File: config.mk
export PLATFORM = sky130hd
export DESIGN_NAME = avpm_queue
export DESIGN_NICKNAME = d
export VERILOG_FILES = /design/src/hw/rtl/avpm_pkg.sv /design/src/hw/rtl/avpm_queue.sv
export SDC_FILE = /design/constraint.sdc
export NUM_CORES = 1
export LEC_CHECK = 0
export BUFFER_PORTS_ARGS = -buffer_cell sky130_fd_sc_hd__buf_2
export CORE_MARGIN = 2
export CORE_UTILIZATION = 30
export CTS_BUF_LIST = sky130_fd_sc_hd__clkbuf_16
export DETAILED_ROUTE_END_ITERATION = 10
export SYNTH_ARGS = -nofsm -noshare
export SYNTH_HDL_FRONTEND = slang
export SYNTH_SLANG_ARGS = --single-unit
File: constraint.sdc
create_clock -name clk -period 7.45 [get_ports clk]
set_input_delay 1.49 -clock clk [delete_from_list [all_inputs] [get_ports clk]]
set_output_delay 1.49 -clock clk [all_outputs]
set_load 0.01 [all_outputs]
File: src/hw/rtl/avpm_pkg.sv
`default_nettype none
// ---------------------------------------------------------------------------
// avpm_pkg
// Shared types and constants for the affine viewport point mapper.
// ---------------------------------------------------------------------------
package avpm_pkg;

    localparam int COORD_W     = 16;
    localparam int COEF_W      = 32;
    localparam int HALF_W      = 16;
    localparam int CFG_IDX_W   = 3;
    localparam int CFG_DATA_W  = 64;
    localparam int QUEUE_DEPTH = 4;
    // quotient bits resolved by the divider, one per stage
    localparam int DIV_STEPS   = 31;

    localparam logic signed [31:0] S32_MAX = 32'sh7fff_ffff;
    localparam logic signed [31:0] S32_MIN = 32'sh8000_0000;

    localparam logic [1:0] CMD_AFFINE = 2'd0;
    localparam logic [1:0] CMD_AXIS   = 2'd1;
    localparam logic [1:0] CMD_LENGTH = 2'd2;

    typedef enum logic [CFG_IDX_W-1:0] {
        REG_COEF_AB,
        REG_COEF_CD,
        REG_TRANSLATE_EF,
        REG_BOX_ORIGIN,
        REG_BOX_SIZE,
        REG_VIEW_ORIGIN,
        REG_VIEW_SIZE
    } cfg_reg_t;

    typedef struct packed {
        logic signed [COEF_W-1:0] a;
        logic signed [COEF_W-1:0] b;
        logic signed [COEF_W-1:0] c;
        logic signed [COEF_W-1:0] d;
        logic signed [COEF_W-1:0] e;
        logic signed [COEF_W-1:0] f;
        logic signed [HALF_W-1:0] bx;
        logic signed [HALF_W-1:0] by;
        logic        [HALF_W-1:0] bw;
        logic        [HALF_W-1:0] bh;
        logic signed [HALF_W-1:0] vx;
        logic signed [HALF_W-1:0] vy;
        logic        [HALF_W-1:0] vw;
        logic        [HALF_W-1:0] vh;
    } cfg_t;

    typedef struct packed {
        logic [1:0]                command;
        logic signed [COORD_W-1:0] x_coord;
        logic signed [COORD_W-1:0] y_coord;
    } in_item_t;

    typedef struct packed {
        logic signed [31:0] out_x;
        logic signed [31:0] out_y;
        logic               has_rotation;
        logic               divide_fault;
    } out_item_t;

    // point in integer user space, handed from front to back
    typedef struct packed {
        logic signed [31:0] px;
        logic signed [31:0] py;
        logic               is_len;
    } q_item_t;

    // queue status seen by the front
    typedef struct packed {
        logic push;
        logic full;
    } q_ctl_t;

endpackage
`default_nettype wire

File: src/hw/rtl/avpm_queue.sv
`default_nettype none
// ---------------------------------------------------------------------------
// avpm_queue
// Short FIFO between the affine front and the viewport back.
// ---------------------------------------------------------------------------
module avpm_queue (
    input  wire logic               clk,
    input  wire logic               rst_n,
    input  wire logic               push,
    input  wire avpm_pkg::q_item_t  push_item,
    output logic                    full,
    output logic                    q_valid,
    output avpm_pkg::q_item_t       q_item,
    input  wire logic               pop
);

    localparam int PTR_W = $clog2(avpm_pkg::QUEUE_DEPTH);
    localparam int CNT_W = PTR_W + 1;

    avpm_pkg::q_item_t mem_reg [avpm_pkg::QUEUE_DEPTH];
    logic [PTR_W-1:0]  wr_ptr_reg, wr_ptr_next;
    logic [PTR_W-1:0]  rd_ptr_reg, rd_ptr_next;
    logic [CNT_W-1:0]  count_reg, count_next;

    assign full    = (count_reg == CNT_W'(avpm_pkg::QUEUE_DEPTH));
    assign q_valid = (count_reg != '0);
    assign q_item  = mem_reg[rd_ptr_reg];

    // advance pointers and fill count
    always_comb
    begin
        wr_ptr_next = push ? wr_ptr_reg + PTR_W'(1) : wr_ptr_reg;
        rd_ptr_next = pop  ? rd_ptr_reg + PTR_W'(1) : rd_ptr_reg;
        count_next  = count_reg + CNT_W'(push) - CNT_W'(pop);
    end

    always_ff @(posedge clk or negedge rst_n)
    begin
        if (!rst_n)
        begin
            wr_ptr_reg <= '0;
            rd_ptr_reg <= '0;
            count_reg  <= '0;
        end
        else
        begin
            wr_ptr_reg <= wr_ptr_next;
            rd_ptr_reg <= rd_ptr_next;
            count_reg  <= count_next;
        end
    end

    // write entry storage
    always_ff @(posedge clk)
    begin
        if (push)
        begin
            mem_reg[wr_ptr_reg] <= push_item;
        end
    end

endmodule
`default_nettype wire

# Word level (Yosys, flattened, before mapping)

Memories as Yosys holds them, arrays and structs flattened.
Index checks and enable logic that the tools add are counted.

Flip-flop bits (word level): 7
Memory bits (writable): 260
Input port bits: 69
Output and inout port bits: 67
Word-level logic and storage cells: 12
Memories: 1

Add/sub/neg operators: 4
Eq/ne operators: 1
Mux-type cells: 2
Reductions and logical operators: 1

Memory list:

| name    | depth | bits a word | rd ports | clocked after memory_dff | write ports | RTL line         | text |
|---|---|---|---|---|---|---|---|
| mem_reg | 4     | 65          | 1        | 0                        | 1           | avpm_queue.sv:20 | `avpm_pkg::q_item_t mem_reg [avpm_pkg::QUEUE_DEPTH];` |

Operators with widths:

| kind                | count |
|---|---|
| $add 2x1->2 const B | 2 |
| $add 3x1->3         | 1 |
| $eq 3x3->1 const B  | 1 |
| $reduce_bool 3->1   | 1 |
| $sub 3x1->3         | 1 |
| $mux 1              | 2 |

# Longest topological paths before layout

Word-level depth: 2
Depth in mapped cells: 6
Depth with buffers taken out: 6

# Worst setup path before layout

Ideal clock, no wire load.

Path type: input to register
Start point: input port push
End point: memory mem_reg[0][0] in the netlist's numbering, enable pin
Setup time: 0.430 ns
Arrival time: 3.019 ns
Required time: 7.020 ns
Path slack: 4.001 ns
Stages: 1
Buffers on the path: 0
Cells stage by stage: and2_1

Longest elaborated chain between the ends: 2

RTL lines:

| item                         | RTL line         | text |
|---|---|---|
| from (decl)                  | avpm_queue.sv:9  | `input wire logic push,` |
| $mux 1                       | avpm_queue.sv:56 | `if (push)` |
| $mux 1 (implied by the code) | avpm_queue.sv:58 | `mem_reg[wr_ptr_reg] <= push_item;` |
| to (decl)                    | avpm_queue.sv:20 |  |

No other way between the ends.

==> flow_summary.ini <==
[flow_run]
drv_cap = 0

[synthesis]
synth_area_leaders = edfxtp_1 80%, mux4_2 15%, dfrtp_1 1.8%
synth-seq-area-share = 0.814
avgSynthCellArea_um2 = 26.2
synth_largest_area_cell = edfxtp_1
ys_ff_latch = 267
synthCells = 374
synth_nets = 450
synth_cell_types = 18
yosys_warnings = 0
syn_area_um2 = 9800
synth_top_area_frac = 0.796

[finish]
fillers = 2993
n_antenna_cell = 0
largest_reg_flops = 260
areaGrowthSynthToFinish_pct = 19.9
drive_gt1_frac = 0.444
fin_area_um2 = 11800
final_nets = 601

[critical_path]
cp.required_ns = 5.96
cp_slowest_cell = dfrtp_4
path_buf_inv = 2
critPathArrivalTime_ns = 2.90
cp_top_family = flip-flops
path_max_fanout = 35
cp-end-kind = output port
cp-startpoint = rd_ptr_reg[0]$_DFFE_PN0P_
cpPeakStageDelay_ns = 0.86
reg2reg_from = wr_ptr_reg[0]$_DFFE_PN0P_
crit_path_start_kind = flip-flop
cp_cell_sequence = buf_4 > mux4_2 > buf_2
crit_type = flip-flop to output port

[status]
status = completed

[die]
dieWidth_um = 185
fp.dieH_um = 185
core-area_um2 = 32400
ios = 136
placementRows = 66
initial_core_util = 0.303
die-area_um2 = 34100

[min_path]
hold_start = wr_ptr_reg[0]$_DFFE_PN0P_
hp-class = flip-flop to flip-flop

[routing]
num_vias = 4284
drtIter0Drc = 187
drt-total-wl_um = 17600
dr.pass1.iters = 6
wl_per_cell_um = 17.8
antenna_left = 0
via_per_inst = 4.34
drc = 0

[grt]
antenna_found_initial = 1
first_global_vias = 4762
grt_util_all_layers = 0.102
gr-total-overflow = 0
grt_first_pass_wirelength_um = 26900
grt_max_degree = 67

[sta]
setup_tns_ns = 0
finalClockSkew_ns = 0.00547
clock.fmax_mhz = 228
final_max_slew_viol_count = 0
rsz0062_at_grt = false
relSlewSlack = 0.296
worstMarginPinSlew_ns = 1.06
min_period_ns = 4.39
setup_ws_ns = 3.06
setup_violations = 0
hold_viol = 0
finalCritPeriodShare = 0.589

[clock_network]
cts_buffers = 28
clkSinkCount = 267
cts.hold.buffers_added = 0
path_clk_slew_ns = 0.06
postCtsSetupBuffers = 0
cts_tree = done
cts_buffer_depth = 3
cts_resized = 0
cts-root-buf = clkbuf_16
htree_levels = 1
clk_latency_ns = 0.53

[placement]
place_congestion = 0.663
place_area_um2 = 10900
dp_slack_ns = 3.49
io_buffers = 135
dp_hpwl_um = 9960

[pwr]
p_total_uw = 4570
power_density_nw_per_um2 = 388
p_leak_uw = 0.00399
ir_worst_vdd_v = 0.000195
-- cells in the mapped netlist (all sizes together) --
master,instances
and2,4
buf,13
ha,6
or3,1
and3,1
nand2,2
edfxtp,260
xor2,3
dfrtp,7
mux4,65
xnor2,2
clkbuf,2
fa,1
inv,6
o21ai,1
-- cell usage in the layout, fill, tap and decap left out, types with 2 or more instances in the layout --
cell type and instances:
inv_1 15, ha_1 6, xor2_1 3, nand2_1 2, clkinv_1 6, edfxtp_1 260, dfrtp_1 5, buf_2 135
and2_4 4, clkinv_2 3, mux4_2 65, dfrtp_4 2, xnor2_1 2, clkbuf_16 29
-- per-layer routing --
metal,share of wire,vias up,GRT usage
met5,0.00040,-,0
met1,0.40,2231,0.122
met2,0.51,121,0.179
li1,-,1895,-
met4,0.031,2,0.0337
met3,0.060,35,0.0281
-- cells by family (layout without fill, tap and decap cells) --
group                      Yosys count  count (layout)  share of synthesized area
adders and majority gates            7               7                    0.00970
buffers and inverters               21             192                     0.0172
xor gates and xnor gates             5               5                    0.00447
DFF                                267             267                      0.814
muxes                               65              65                      0.149
and+or+nand+nor                      8               8                    0.00459
AOI/OAI and AO/OA                    1               1                   0.000510
-- layout make-up --
cell class | instances | area [um^2] | share of cell area
clock buffers | 29 | 726 | 0.0617
clock inverters | 21 | 118 | 0.0100
inverters | 6 | 22.5 | 0.00192
multi-input cells | 86 | 1660 | 0.141
flip-flops and latches | 267 | 7990 | 0.680
well taps | 442 | 553 | 0.0470
repair buffers | 136 | 683 | 0.0581
-- worst register-to-register path: cells and delay by family, from the launching register on --
kind	cells	cell delay (ns)
AND/OR/NAND/NOR	1	0.83
adder cells (fa/ha/maj)	1	0.16
flip-flops	1	0.42
buffers and inverters	1	0.10
-- final timing paths --
| check | cells after the start | slack (ns) | to |
|---|---|---|---|
| max in group asynchronous | 1 | 6.49 | rd_ptr_reg[1]$_DFFE_PN0P_ |
| worst max-delay path | 3 | 3.06 | q_item[3] |
| worst min-delay path | 1 | 0.54 | wr_ptr_reg[0]$_DFFE_PN0P_ |
| min in group asynchronous | 1 | 0.78 | count_reg[0]$_DFF_PN0_ |
| worst max register to register | 3 | 5.49 | mem_reg[0][38]$_DFFE_PP_ |
| worst min register to register | 1 | 0.54 | wr_ptr_reg[0]$_DFFE_PN0P_ |
-- power by group --
part           total [uW]  switching (uW)  internal, uW
registers            2170             193          1970
logic                1140             566           571
clock network        1260             532           730
-- stage by stage --
step | hold slack [ns] | util | cells
finish | 0.543 | 0.363 | 987
detailed placement | 0.530 | 0.337 | 937
CTS | 0.543 | 0.363 | 987
global route | 0.566 | 0.363 | 987
floorplan | 0.491 | - | 374
global placement | 0.506 | 0.337 | 937
No activity file was read; power rests on OpenSTA's default activity.
